===== src/design/sobel_pkg.sv =====
`timescale 1ns / 1ps
// Shared types and constants for the Sobel edge magnitude block.
// No dependencies; imported by every module of the block.
package sobel_pkg;

  localparam int PIX_W       = 24;
  localparam int CH_W        = 8;
  localparam int CFG_DATA_W  = 13;
  localparam int CFG_W_BITS  = 11;
  localparam int CFG_H_BITS  = 13;
  localparam int MAX_HEIGHT  = 4096;
  localparam int ROW_W       = 13;
  localparam int OROW_W      = 12;
  localparam int TAPS        = 9;
  localparam int GRAD_W      = 12;
  localparam int SQ_W        = 21;
  localparam int LANES       = 3;
  localparam int LANE_STAGES = 4;

  // smallest sum of squares whose rounded root exceeds 255
  localparam logic [SQ_W-1:0] SAT_LIMIT = 21'd65281;

  localparam logic signed [2:0] KERN_X [TAPS] = '{
    -3'sd1, 3'sd0, 3'sd1, -3'sd2, 3'sd0, 3'sd2, -3'sd1, 3'sd0, 3'sd1
  };
  localparam logic signed [2:0] KERN_Y [TAPS] = '{
    -3'sd1, -3'sd2, -3'sd1, 3'sd0, 3'sd0, 3'sd0, 3'sd1, 3'sd2, 3'sd1
  };

  typedef enum logic {
    OP_PIXEL = 1'b0,
    OP_DRAIN = 1'b1
  } op_e;

  typedef enum logic {
    REG_FRAME_WIDTH  = 1'b0,
    REG_FRAME_HEIGHT = 1'b1
  } cfg_reg_e;

  typedef logic [CH_W-1:0] chan_t;

  typedef struct packed {
    logic                  we;
    cfg_reg_e              index;
    logic [CFG_DATA_W-1:0] data;
  } cfg_wr_t;

  typedef struct packed {
    logic [LANE_STAGES-1:0] ld;
  } lane_ctl_t;

endpackage


===== src/design/sobel_merge.sv =====
`timescale 1ns / 1ps
// Output register that joins the three lane results and the frame flag
// into one result beat. Depends on sobel_pkg.
module sobel_merge
  import sobel_pkg::*;
(
  input  logic  clk_i,
  input  logic  rst_ni,
  input  logic  valid_i,
  input  logic  last_i,
  input  chan_t edge_i [LANES],
  output logic  ready_o,
  output logic  out_valid_o,
  input  logic  out_stall_i,
  output chan_t edge_red_o,
  output chan_t edge_green_o,
  output chan_t edge_blue_o,
  output logic  frame_last_o
);

  logic  out_valid_q, last_q;
  chan_t red_q, green_q, blue_q;

  assign ready_o = !out_valid_q || !out_stall_i;

  always_ff @(posedge clk_i or negedge rst_ni) begin
    if (!rst_ni) begin
      out_valid_q <= 1'b0;
    end else if (ready_o) begin
      out_valid_q <= valid_i;
    end
  end

  always_ff @(posedge clk_i) begin
    if (ready_o && valid_i) begin
      red_q   <= edge_i[0];
      green_q <= edge_i[1];
      blue_q  <= edge_i[2];
      last_q  <= last_i;
    end
  end

  assign out_valid_o  = out_valid_q;
  assign edge_red_o   = red_q;
  assign edge_green_o = green_q;
  assign edge_blue_o  = blue_q;
  assign frame_last_o = last_q;

endmodule


===== config.mk =====
export PLATFORM = sky130hd
export DESIGN_NAME = sobel_merge
export DESIGN_NICKNAME = d
export VERILOG_FILES = /design/src/design/sobel_pkg.sv /design/src/design/sobel_merge.sv
export SDC_FILE = /design/constraint.sdc
export NUM_CORES = 1
export LEC_CHECK = 0
export BUFFER_PORTS_ARGS = -buffer_cell sky130_fd_sc_hd__buf_2
export CORE_UTILIZATION = 35
export DETAILED_ROUTE_END_ITERATION = 10
export GPL_ROUTABILITY_DRIVEN = 0
export HOLD_SLACK_MARGIN = 0.06
export PLACE_DENSITY = 0.73
export SKIP_LAST_GASP = 1
export SLEW_MARGIN = 30
export SYNTH_ARGS = -nofsm -noshare
export SYNTH_HDL_FRONTEND = slang
export SYNTH_SLANG_ARGS = --single-unit

===== constraint.sdc =====
create_clock -name clk_i -period 1.5 [get_ports clk_i]
set_input_delay 0.225 -clock clk_i [delete_from_list [all_inputs] [get_ports clk_i]]
set_output_delay 0.225 -clock clk_i [all_outputs]
set_load 0.005 [all_outputs]

==> impl_metrics.ini <==
[timing]
skew_ns = 0.00845
maxSlewViolCount = 0
fin_tns_setup_ns = 0
worst_slew_pin_slew_ns = 0.256
timing.final.crit_period_ns = 1.23
timing.final.ws_setup_ns = 0.271
min_period_over_period_pct = 81.9
grt_setup_unrepaired = false
setup_viol = 0
fmax_mhz = 814
relSlewSlack_pct = 82.9
hold_viol_final = 0

[worst_setup_path]
arrival_ns = 1.26
critical_path_class = reg2reg
worstPathRequired_ns = 1.53
worstSetupEndpointType = register
startpoint_type = register
cp_max_fo = 20

[die]
die_y_microns = 49.8
core.rowCount = 16
fp.coreArea_sq_um = 2040
fp.dieW_microns = 49.8
die_area_sq_um = 2480
initial_core_util_pct = 39.1
io_pins = 56

[power]
power_frac_comb_pct = 9.0
powerDensity_nw_per_um2 = 1110
p_int_mw = 1.19
pwr-share-clk_pct = 31.8
vdd_ir_drop_max_mv = 0.759
sequentialPowerShare_pct = 59.2
p_leak_nw = 0.564
switching_share_pct = 17.2
p_switching_mw = 0.248

[synthesis]
syn-cell-area_sq_um = 798
yosys.area_share.simple_pct = 0.470
ys_seq_area_share_pct = 97.2
synth_enable_flop_cells = 25
synth_compound_area_share_pct = 2.35
synth_fp_nets = 58
synthAdderAreaFrac_pct = 0
ys.warnings.count = 0
synth_cell_types = 5
netlist_top_cells_count = 25 x edfxtp_1, 1 x a21boi_2, 1 x a21o_1, 1 x dfrtp_1, 1 x nand2_1
synth_top_area_share_pct = 94.0
avgSynthCellArea_sq_um = 27.5
synthCells = 29
synth_most_common_cell = edfxtp_1
ys_ff_latch = 26
synthTopCellsByArea = edfxtp_1 94%, dfrtp_1 3.1%, a21boi_2 1.4%, a21o_1 0.94%, nand2_1 0.47%
synthXorXnorAreaFrac_pct = 0
synthMuxAreaShare_pct = 0
synth_ff_type = edfxtp_1
synth-async-reset-ratio_pct = 3.85
synth_top_area_cell = edfxtp_1
synth_top_family_by_area = compound AO/OA/AOI/OAI gates

[finish]
syn2layout_area_growth_pct = 62.5
final_layout_size_suffix_gt1_share_pct = 61.0
fin_nets = 130
diodes = 0
postLayoutCoreUtil_pct = 63.5
final_cell_area_sq_um = 1300

[cts]
cts.repair.resized = 0
htreeDepth = 1
cts_tree = done
clock_sinks = 26
cts_root_buf = clkbuf_4
hold_buffers = 1
path_clk_slew_ns = 0.13
clockBufferDepth = 2
cts_buffers = 3
postCtsSetupBuffers = 0
clock_latency_ns = 0.31

[drt]
drt-pass1-iter-count = 4
viasPerCell = 4.14
drt_iter0_markers = 4
ant_nets = 0
drc = 0
drt-wirelength-per-cell_microns = 10.6
drt-total-wl_microns = 1350
route.vias.total = 526

[hold_path]
hold_class = in2reg

[global_route]
overflow = 0
grt_usage_pct = 10.5
antenna_found_initial = 0
grt_pass1_wl_microns = 1790
grt_max_degree = 21
grt_pass1_vias = 458

[placed_design]
placed_cell_area_sq_um = 1130
port_buffers = 55
dp_slack_ns = 0.284

[run]
maxCapViolCount = 0

[outcome]
status = finished, final reports clean
-- sequential cells by signal, summed over array words and instances (netlist names) --
register	flops
edge_red_o	8
frame_last_o	1
out_valid_o	1
edge_blue_o	8
edge_green_o	8
-- worst paths after layout --
path                              from               to  slack, ns  cells past startpoint
max reg2reg                out_valid_o  edge_green_o[7]       0.27                      2
min reg2reg                out_valid_o      out_valid_o       0.61                      1
min in group asynchronous       rst_ni      out_valid_o       0.20                      2
max                        out_valid_o  edge_green_o[7]       0.27                      2
min                         edge_i[10]  edge_green_o[2]       0.08                      1
max in group asynchronous       rst_ni      out_valid_o       1.22                      2
-- power by group through the flow --
stage          clock, mW  combinational [mW]  sequential [mW]
4_1_cts            0.470               0.112            0.853
3_3_place_gp           0               0.107            0.869
5_1_grt            0.497               0.141            0.857
3_5_place_dp           0               0.110            0.870
6_report           0.458               0.130            0.853
2_1_floorplan          0              0.0179            0.877
-- through the flow --
step	hold slack [ns]	cells	total power [mW]
CTS	0.0669	117	1.44
finish	0.0842	127	1.44
detailed placement	0.00283	112	0.980
floorplan	-0.0706	29	0.895
global placement	-0.000344	112	0.977
global route	0.0617	127	1.49
-- routing by layer --
layer  up-vias  track usage (%)  wire length (microns)
met5         -                0                      0
met4         0             7.14                      9
met3         2             4.32                     99
met2        29             19.8                    758
met1       239             8.51                    482
li1        256                -                      -
-- logic make-up after synthesis --
| group | after synthesis |
|---|---|
| AOI/OAI and AO/OA | 2 |
| DFF | 26 |
| and+or+nand+nor | 1 |
-- cell usage in the layout (no fill, tap or decap) --
cell           Yosys  final
clkbuf_4           0      3
edfxtp_1          25     25
a21o_1             1      1
a21boi_4           0      1
dlygate4sd3_1      0     11
nand2_1            1      1
dfrtp_1            1      1
buf_2              0     55
buf_12             0      1
bufinv_16          0      1
-- area by class of cell --
| type | instances | area (sq um) |
|---|---|---|
| flip-flops and latches | 26 | 776 |
| well taps | 27 | 33.8 |
| fillers | 166 | 744 |
| repair buffers | 67 | 405 |
| clock inverters | 1 | 30.0 |
| clock buffers | 3 | 22.5 |
| multi-input cells | 3 | 30.0 |
-- worst max-delay path, stage by stage, from the launching register on --
cell      delay, ns
dfrtp_1        0.46
a21boi_4       0.29
buf_12         0.20
(Power assumes the default switching activity.)
