### src/design/sobel_pkg.sv
`timescale 1ns / 1ps
// Shared types and constants for the Sobel edge magnitude block.
// No dependencies; imported by every module of the block.
package sobel_pkg;

  localparam int PIX_W       = 24;
  localparam int CH_W        = 8;
  localparam int CFG_DATA_W  = 13;
  localparam int CFG_W_BITS  = 11;
  localparam int CFG_H_BITS  = 13;
  localparam int MAX_HEIGHT  = 4096;
  localparam int ROW_W       = 13;
  localparam int OROW_W      = 12;
  localparam int TAPS        = 9;
  localparam int GRAD_W      = 12;
  localparam int SQ_W        = 21;
  localparam int LANES       = 3;
  localparam int LANE_STAGES = 4;

  // smallest sum of squares whose rounded root exceeds 255
  localparam logic [SQ_W-1:0] SAT_LIMIT = 21'd65281;

  localparam logic signed [2:0] KERN_X [TAPS] = '{
    -3'sd1, 3'sd0, 3'sd1, -3'sd2, 3'sd0, 3'sd2, -3'sd1, 3'sd0, 3'sd1
  };
  localparam logic signed [2:0] KERN_Y [TAPS] = '{
    -3'sd1, -3'sd2, -3'sd1, 3'sd0, 3'sd0, 3'sd0, 3'sd1, 3'sd2, 3'sd1
  };

  typedef enum logic {
    OP_PIXEL = 1'b0,
    OP_DRAIN = 1'b1
  } op_e;

  typedef enum logic {
    REG_FRAME_WIDTH  = 1'b0,
    REG_FRAME_HEIGHT = 1'b1
  } cfg_reg_e;

  typedef logic [CH_W-1:0] chan_t;

  typedef struct packed {
    logic                  we;
    cfg_reg_e              index;
    logic [CFG_DATA_W-1:0] data;
  } cfg_wr_t;

  typedef struct packed {
    logic [LANE_STAGES-1:0] ld;
  } lane_ctl_t;

endpackage

### src/design/sobel_lane.sv
`timescale 1ns / 1ps
// One colour lane: Sobel gradients, sum of squares and a pipelined
// rounded square root saturated to 255. Depends on sobel_pkg.
module sobel_lane
  import sobel_pkg::*;
(
  input  logic            clk_i,
  input  lane_ctl_t       ctl_i,
  input  chan_t           tap_i [TAPS],
  input  logic [TAPS-1:0] mask_i,
  output chan_t           edge_o
);

  typedef struct packed {
    logic [8:0] rem;
    logic [7:0] root;
  } sq_st_t;

  function automatic sq_st_t sqrt_step(sq_st_t st, logic [1:0] pair);
    logic [10:0] t;
    logic [10:0] trial;
    logic [10:0] diff;
    sq_st_t      nx;
    t     = {st.rem, pair};
    trial = {1'b0, st.root, 2'b01};
    diff  = t - trial;
    if (t >= trial) begin
      nx.rem  = diff[8:0];
      nx.root = {st.root[6:0], 1'b1};
    end else begin
      nx.rem  = t[8:0];
      nx.root = {st.root[6:0], 1'b0};
    end
    return nx;
  endfunction

  logic signed [GRAD_W-1:0] v, gx_d, gy_d, gx_q, gy_q;
  logic [GRAD_W-2:0]        ax, ay;
  logic [2*GRAD_W-3:0]      px, py;
  logic [SQ_W-1:0]          sum_d, sum_q;
  sq_st_t                   hi_d, hi_q, lo_d;
  logic [7:0]               lo_byte_q;
  logic                     sat_q;
  chan_t                    edge_d, edge_q;

  always_comb begin
    gx_d = '0;
    gy_d = '0;
    for (int k = 0; k < TAPS; k++) begin
      v    = mask_i[k] ? GRAD_W'(tap_i[k]) : '0;
      gx_d = gx_d + v * GRAD_W'(KERN_X[k]);
      gy_d = gy_d + v * GRAD_W'(KERN_Y[k]);
    end
  end

  always_comb begin
    ax    = gx_q[GRAD_W-1] ? (GRAD_W-1)'(-gx_q) : gx_q[GRAD_W-2:0];
    ay    = gy_q[GRAD_W-1] ? (GRAD_W-1)'(-gy_q) : gy_q[GRAD_W-2:0];
    px    = ax * ax;
    py    = ay * ay;
    sum_d = SQ_W'(px) + SQ_W'(py);
  end

  always_comb begin
    hi_d = '0;
    for (int i = 0; i < 4; i++) begin
      hi_d = sqrt_step(hi_d, sum_q[15 - 2*i -: 2]);
    end
  end

  always_comb begin
    lo_d = hi_q;
    for (int i = 0; i < 4; i++) begin
      lo_d = sqrt_step(lo_d, lo_byte_q[7 - 2*i -: 2]);
    end
    if (sat_q) begin
      edge_d = '1;
    end else if (lo_d.rem > {1'b0, lo_d.root}) begin
      edge_d = lo_d.root + 8'd1;
    end else begin
      edge_d = lo_d.root;
    end
  end

  always_ff @(posedge clk_i) begin
    if (ctl_i.ld[0]) begin
      gx_q <= gx_d;
      gy_q <= gy_d;
    end
    if (ctl_i.ld[1]) begin
      sum_q <= sum_d;
    end
    if (ctl_i.ld[2]) begin
      hi_q      <= hi_d;
      lo_byte_q <= sum_q[7:0];
      sat_q     <= sum_q >= SAT_LIMIT;
    end
    if (ctl_i.ld[3]) begin
      edge_q <= edge_d;
    end
  end

  assign edge_o = edge_q;

endmodule

### config.mk
export PLATFORM = sky130hd
export DESIGN_NAME = sobel_lane
export DESIGN_NICKNAME = d
export VERILOG_FILES = /design/src/design/sobel_pkg.sv /design/src/design/sobel_lane.sv
export SDC_FILE = /design/constraint.sdc
export NUM_CORES = 1
export LEC_CHECK = 0
export BUFFER_PORTS_ARGS = -buffer_cell sky130_fd_sc_hd__buf_4
export CAP_MARGIN = 10
export CORE_MARGIN = 2
export CORE_UTILIZATION = 60
export DETAILED_ROUTE_END_ITERATION = 16
export PLACE_DENSITY = 0.78
export SLEW_MARGIN = 15
export SYNTH_ARGS = -nofsm -noshare
export SYNTH_HDL_FRONTEND = slang
export SYNTH_SLANG_ARGS = --single-unit
### constraint.sdc
create_clock -name clk_i -period 10.3 [get_ports clk_i]
set_clock_uncertainty 0.2 [all_clocks]
set_input_delay 1.03 -clock clk_i [delete_from_list [all_inputs] [get_ports clk_i]]
set_output_delay 1.03 -clock clk_i [all_outputs]
set_load 0.1 [all_outputs]
==> results of run 1 <==
[critical path: cells and delay by family, from the launching register on]
kind | cells | cell delay, ns
compound gates | 16 | 3.26
xor+xnor | 1 | 0.14
fa+ha+maj | 5 | 1.80
buf+inv | 3 | 0.36
flops | 1 | 0.48
mux | 2 | 0.33
simple gates | 17 | 2.92
[placed cells by master (no fill, tap or decap), drive strengths merged, types with 12 or more instances in the layout]
master	netlist	routed
inv	333	334
fa	224	224
ha	187	187
nor2	148	148
buf	9	140
nand2	107	107
a21oi	83	83
xnor2	82	82
edfxtp	75	75
o21ai	54	54
xor2	37	37
nor3	27	27
and2	25	25
a21o	19	19
o21bai	18	18
or2	18	18
nand3	17	17
or3	16	16
mux2i	12	12
[sequential cells by signal, summed over array words and instances (netlist names)]
signal     count
sum_q         21
hi_q          13
gx_q          12
gy_q          12
edge_o         8
lo_byte_q      8
sat_q          1
[synthesized netlist by cell type, types with 10 or more instances]
library cell  instances  area [µm²]
inv_1               329        1230
fa_1                224        4480
ha_1                187        2340
nor2_1              147         552
nand2_1             107         402
a21oi_1              83         415
xnor2_1              81         709
edfxtp_1             75        2250
o21ai_0              43         215
xor2_1               37         324
clkbuf_1             26        97.6
nor3_1               26         130
and2_1               25         156
a21o_1               19         143
o21bai_1             18         135
or2_2                17         106
nand3_1              16        80.1
or3_1                16         100
mux2i_1              11         110
and3_1               10        62.6
nand2b_1             10        62.6
o21a_1               10        75.1
o21ai_1              10        50.1
[per-stage QoR]
step	TNS, ns	hold WS, ns	cells
finish	0	0.250	2108
global route	-0.207	0.262	2108
CTS	0	0.251	2105
detailed placement	0	0.237	2089
global placement	0	0.233	2089
floorplan	0	0.227	1657
[routing by layer]
layer | vias up | routed length [µm]
met5 | - | 0
li1 | 5604 | -
met2 | 343 | 17900
met3 | 89 | 1550
met4 | 0 | 1270
met1 | 5790 | 13500
[worst min path at each step]
| stage | startpoint | to | slack [ns] | depth (start not counted) |
|---|---|---|---|---|
| 2_1_floorplan | sum_q[7] | lo_byte_q[7] | 0.23 | 0 |
| 3_3_place_gp | sum_q[3] | lo_byte_q[3] | 0.23 | 0 |
| 3_5_place_dp | sum_q[3] | lo_byte_q[3] | 0.24 | 0 |
| 4_1_cts | sum_q[3] | lo_byte_q[3] | 0.25 | 0 |
| 5_1_grt | sum_q[3] | lo_byte_q[3] | 0.26 | 0 |
| 6_report | sum_q[3] | lo_byte_q[3] | 0.25 | 0 |
[kinds of logic (layout without fill, tap and decap cells)]
family	after synthesis	in the layout	synth area share
and+or+nand+nor	421	421	0.133
adders and majority gates	411	411	0.444
buffers and inverters	368	489	0.0912
AOI/OAI and AO/OA	247	247	0.105
xor gates and xnor gates	119	119	0.0684
DFF	75	75	0.147
muxes	16	16	0.0116
[timing repair]
action                                  4_1_cts  5_1_grt
endpoints found under the setup margin        0        8
setup buffers                                 0        3
endpoints found under the hold margin         0        0
resized for setup                             0       24
[cell type report]
cell class / count / area (µm²)
clock buffers: 9 / 225
repair buffers: 140 / 1050
inverters: 333 / 1260
multi-input cells: 1214 / 11800
flip-flops and latches: 75 / 2250
well taps: 330 / 413
clock inverters: 7 / 100
fillers: 1955 / 8080
==> results.yml, run 1 <==
grt:
  grt_usage: 0.271
  grt.busiest_layer: "met2"
  grt_pass1_wl_um: 57600
  gr-usage-met2: 0.500
  use_met3: 0.0376
  grt_pass1_vias: 12600
  met1_usage: 0.321
  gr-total-overflow: 0
  grt_max_degree: 25
  antenna_found_initial: 0
sta:
  worst_slew_pin_slew_ns: 1.01
  fin_crit_sh: 0.952
  clock.fmax_mhz: 102
  drv_slew: 0
  hold_viol_final: 0
  setup_violations: 0
  setup_slack_ns: 0.489
  maxSlewHeadroom: 0.322
  fin_crit_ns: 9.81
cells_and_area:
  diodes: 0
  drive_gt1_frac: 0.118
  area_delta_synth_final_pct: 11.4
  design_area_mm2: 0.0171
  nets: 2270
  final_util: 0.679
worst_setup_path:
  r2r_start: "hi_q[11]"
  cp_slowest_cell: "edfxtp_1"
  cp.required_ns: 10.19
  end_kind: "flip-flop"
  cp_data_arrival_time_ns: 9.71
  crit_path_max_fanout: 10
  max_stage_delay_ns: 0.48
  worst_path_most_repeated_cell: "a21oi_1"
  reg2regPathDepth: 44
  ff2ff_setup_slack_ns: 0.49
  worstSetupPathType: "reg2reg"
  crit_path_end: "edge_o[5]"
  crit_start: "hi_q[11]"
  r2r_end: "edge_o[5]"
  crit_path_start_kind: "flip-flop"
placement:
  port_buffers: 84
  dp_hpwl_um: 28800
  dpl-instance-area_mm2: 0.0166
  gp_congestion: 0.920
  place_ws_ns: 0.202
logic_synthesis:
  postSynthCellCount: 1657
  synth-warning-count: 0
  syn_area_per_cell_um2: 9.27
  async_reset_ff_frac: 0
  syn_area_mm2: 0.0154
  post_synth_num_cell_types: 82
  yosys_most_used_dff: "edfxtp_1"
  synth-edff-count: 75
  synth_nets: 2154
  synth_seq_cells: 75
  yosysSeqAreaShare: 0.147
route:
  detail-route-antenna-nets: 0
  routedWlPerCell_um: 16.2
  routed_via_density: 5.61
  dr.first_iter.drc_count: 773
  vias: 11800
  firstDrtPassIters: 7
  drc_errors: 0
  routed_wl_um: 34300
clock_network:
  path_clk_slew_ns: 0.06
  cts_hold_buf: 0
  clk_path_buf_depth: 2
  numCtsBuffers: 9
  cts_tree: "done"
  clk_latency_ns: 0.35
  cts.root.buffer_cell: "clkbuf_16"
  cts.sinks: 75
  cts.htree.levels: 3
die:
  die-area_mm2: 0.0269
  pin_count: 94
  chipWidth_um: 164
  start_util: 0.610
  core-area_mm2: 0.0252
  die_h_um: 164
  core.rowCount: 58
min_path:
  hold_path.class: "reg2reg"
flow_run:
  cap_violations: 0
status:
  status: "completed"
Power of run 1 is not shown: default switching activity piles up to over one toggle a cycle in this logic, so the estimate is an artifact.
==> run 2, diff against run 1 <==
--- a/config.mk
+++ b/config.mk
@@ -5,7 +5,8 @@
 export SDC_FILE = /design/constraint.sdc
 export NUM_CORES = 1
 export LEC_CHECK = 0
-export BUFFER_PORTS_ARGS = -buffer_cell sky130_fd_sc_hd__buf_4
+export ABC_AREA = 1
+export BUFFER_PORTS_ARGS = -buffer_cell sky130_fd_sc_hd__buf_2
 export CAP_MARGIN = 10
 export CORE_MARGIN = 2
 export CORE_UTILIZATION = 60
==> results.yml, run 2 <==
cells_and_area:
  drive_gt1_frac: 0.0847
  largest_register: "sum_q"
  multi_input_area_mm2: 0.0113
  mostFrequentLayoutCell: "inv_1"
  reg_top3: "sum_q x21, hi_q x13"
  final_cell_mix: "inv_1, nand2_1, fa_1, ha_1, nor2_1"
  largest_reg_flops: 21
  n_fill_cell: 2148
  area_delta_synth_final_pct: 6.98
  diodes: 0
  nets: 2392
  ff_latch_area_mm2: 0.00225
route:
  routedWlPerCell_um: 14.4
  detail-route-antenna-nets: 0
  drc_errors: 0
  routed_wl_um: 32000
  vias: 11700
  dr.first_iter.drc_count: 650
  firstDrtPassIters: 5
  routed_via_density: 5.26
min_path:
  holdPathEnd: "lo_byte_q[3]"
  hold_depth: 0
  hold_start: "sum_q[3]"
  hold_path.class: "reg2reg"
die:
  die-area_mm2: 0.0268
  start_util: 0.609
  die_h_um: 164
  core-area_mm2: 0.0251
  chipWidth_um: 164
  core.rowCount: 58
  pin_count: 94
clock_network:
  cts_hold_buf: 0
  cts_tree: "done"
  clk_path_buf_depth: 2
  cts_setup_buffers: 0
  path_clk_slew_ns: 0.06
  numCtsBuffers: 9
  ctsResizeCount: 0
  cts.htree.levels: 3
  cts.root.buffer_cell: "clkbuf_16"
  cts.sinks: 75
  clk_latency_ns: 0.34
flow_run:
  cap_violations: 0
worst_setup_path:
  cp_data_arrival_time_ns: 8.95
  end_kind: "flip-flop"
  crit_buf_inv: 9
  cp_slowest_cell: "fa_1"
  crit_path_max_fanout: 9
  cp.required_ns: 10.19
  ff2ff_setup_slack_ns: 1.24
  reg2regPathDepth: 38
  crit_start: "gx_q[0]"
  crit_path_start_kind: "flip-flop"
  critical_path.top_delay_family: "adder cells"
  r2r_start: "gx_q[0]"
  max_stage_delay_ns: 0.53
  worstSetupPathType: "reg2reg"
  r2r_end: "sum_q[20]"
  worst_path_most_repeated_cell: "fa_1"
grt:
  grt_pass1_vias: 12300
  grt_usage: 0.260
  antenna_found_initial: 0
  grt_pass1_wl_um: 55700
  grt_max_degree: 25
  gr-total-overflow: 0
logic_synthesis:
  synth_nets: 2313
  synth_xor_area_frac: 0.0590
  synth-compound-area-share: 0.0558
  yosysSeqAreaShare: 0.147
  synth_seq_cells: 75
  muxShareOfSynthArea: 0
  synthTopCellsByCount: "inv_1, nand2_1, fa_1"
  synth.top_cell.area_share: 0.293
  synth-warning-count: 0
  synth-simple-area-share: 0.175
  syn_area_per_cell_um2: 8.42
  post_synth_num_cell_types: 54
  synth_top_family_by_area: "adder cells"
  post-synth-top-area-cell: "fa_1"
  yosys_most_used_dff: "edfxtp_1"
  syn_area_mm2: 0.0153
  ys_top_cells_by_area: "fa_1, ha_1, edfxtp_1"
  synth_adder_area_share: 0.446
  async_reset_ff_frac: 0
  synth.most_common_cell: "inv_1"
  synth-edff-count: 75
  postSynthCellCount: 1816
sta:
  worst_slew_pin_slew_ns: 0.771
  clock.fmax_mhz: 110
  grt_setup_unrepaired: "no"
  setup_violations: 0
  hold_viol_final: 0
  fin_crit_sh: 0.880
  fin_crit_ns: 9.06
  tns_ns: 0
  maxSlewHeadroom: 0.482
  drv_slew: 0
placement:
  port_buffers: 84
  gp_congestion: 0.879
  dp_hpwl_um: 28000
status:
  status: "completed"
run 2: changes by cell type in the layout (fill, tap and decap cells not counted), sizes merged, moves of 41 or more:
| cell | change |
|---|---|
| inv | +115 |
| xnor2 | -57 |
| nand3 | +59 |
| buf | -53 |
| xor2 | +41 |
| nand2 | +211 |
run 2: layout make-up:
| type | count | area share |
|---|---|---|
| timing repair buffer | 87 | 0.0271 |
| sequential | 75 | 0.138 |
| tap | 330 | 0.0252 |
| inverter | 455 | 0.105 |
| multi-input combinational | 1267 | 0.688 |
| clock buffer | 10 | 0.0140 |
| clock inverter | 6 | 0.00390 |
run 2: worst register-to-register path, delay by kind of cell (launching register included):
| kind | cells | cell delay [ns] |
|---|---|---|
| buf+inv | 9 | 1.04 |
| flops | 1 | 0.52 |
| simple gates | 9 | 1.46 |
| compound gates | 9 | 1.44 |
| xor+xnor | 2 | 0.23 |
| fa+ha+maj | 9 | 3.96 |
run 2: cells by family after synthesis:
| family | after synthesis |
|---|---|
| adder cells (fa/ha/maj) | 411 |
| AND/OR/NAND/NOR | 606 |
| buffers and inverters | 474 |
| flip-flops | 75 |
| XOR/XNOR | 103 |
| AO/OA/AOI/OAI | 147 |
run 2: metrics by stage:
stage / utilization / cells / cell area [µm²] / hold WS [ns] / setup WS, ns
global placement: 0.640 / 2214 / 16100 / 0.227 / 1.37
CTS: 0.652 / 2230 / 16400 / 0.252 / 1.22
detailed placement: 0.640 / 2214 / 16100 / 0.241 / 1.23
floorplan: - / 1816 / 15300 / 0.217 / 2.21
global route: 0.652 / 2230 / 16400 / 0.262 / 0.544
finish: 0.652 / 2230 / 16400 / 0.249 / 1.24
run 2: metal layers:
metal,vias up,share of wire,track usage
li1,5725,-,-
met1,5691,0.41,0.312
met2,262,0.53,0.482
met3,60,0.036,0.0307
met4,0,0.030,0.0841
met5,-,0,0
run 2: worst max-delay path by stage:
stage                     depth (start not counted)  slack, ns        end
after floorplan                                  36       2.21  sum_q[20]
after global placement                           40       1.37  sum_q[20]
after detailed placement                         38       1.23  sum_q[20]
after CTS                                        38       1.22  sum_q[20]
after global routing                             43       0.54  edge_o[2]
final                                            38       1.24  sum_q[20]
Power of run 2 is left out for the same reason.
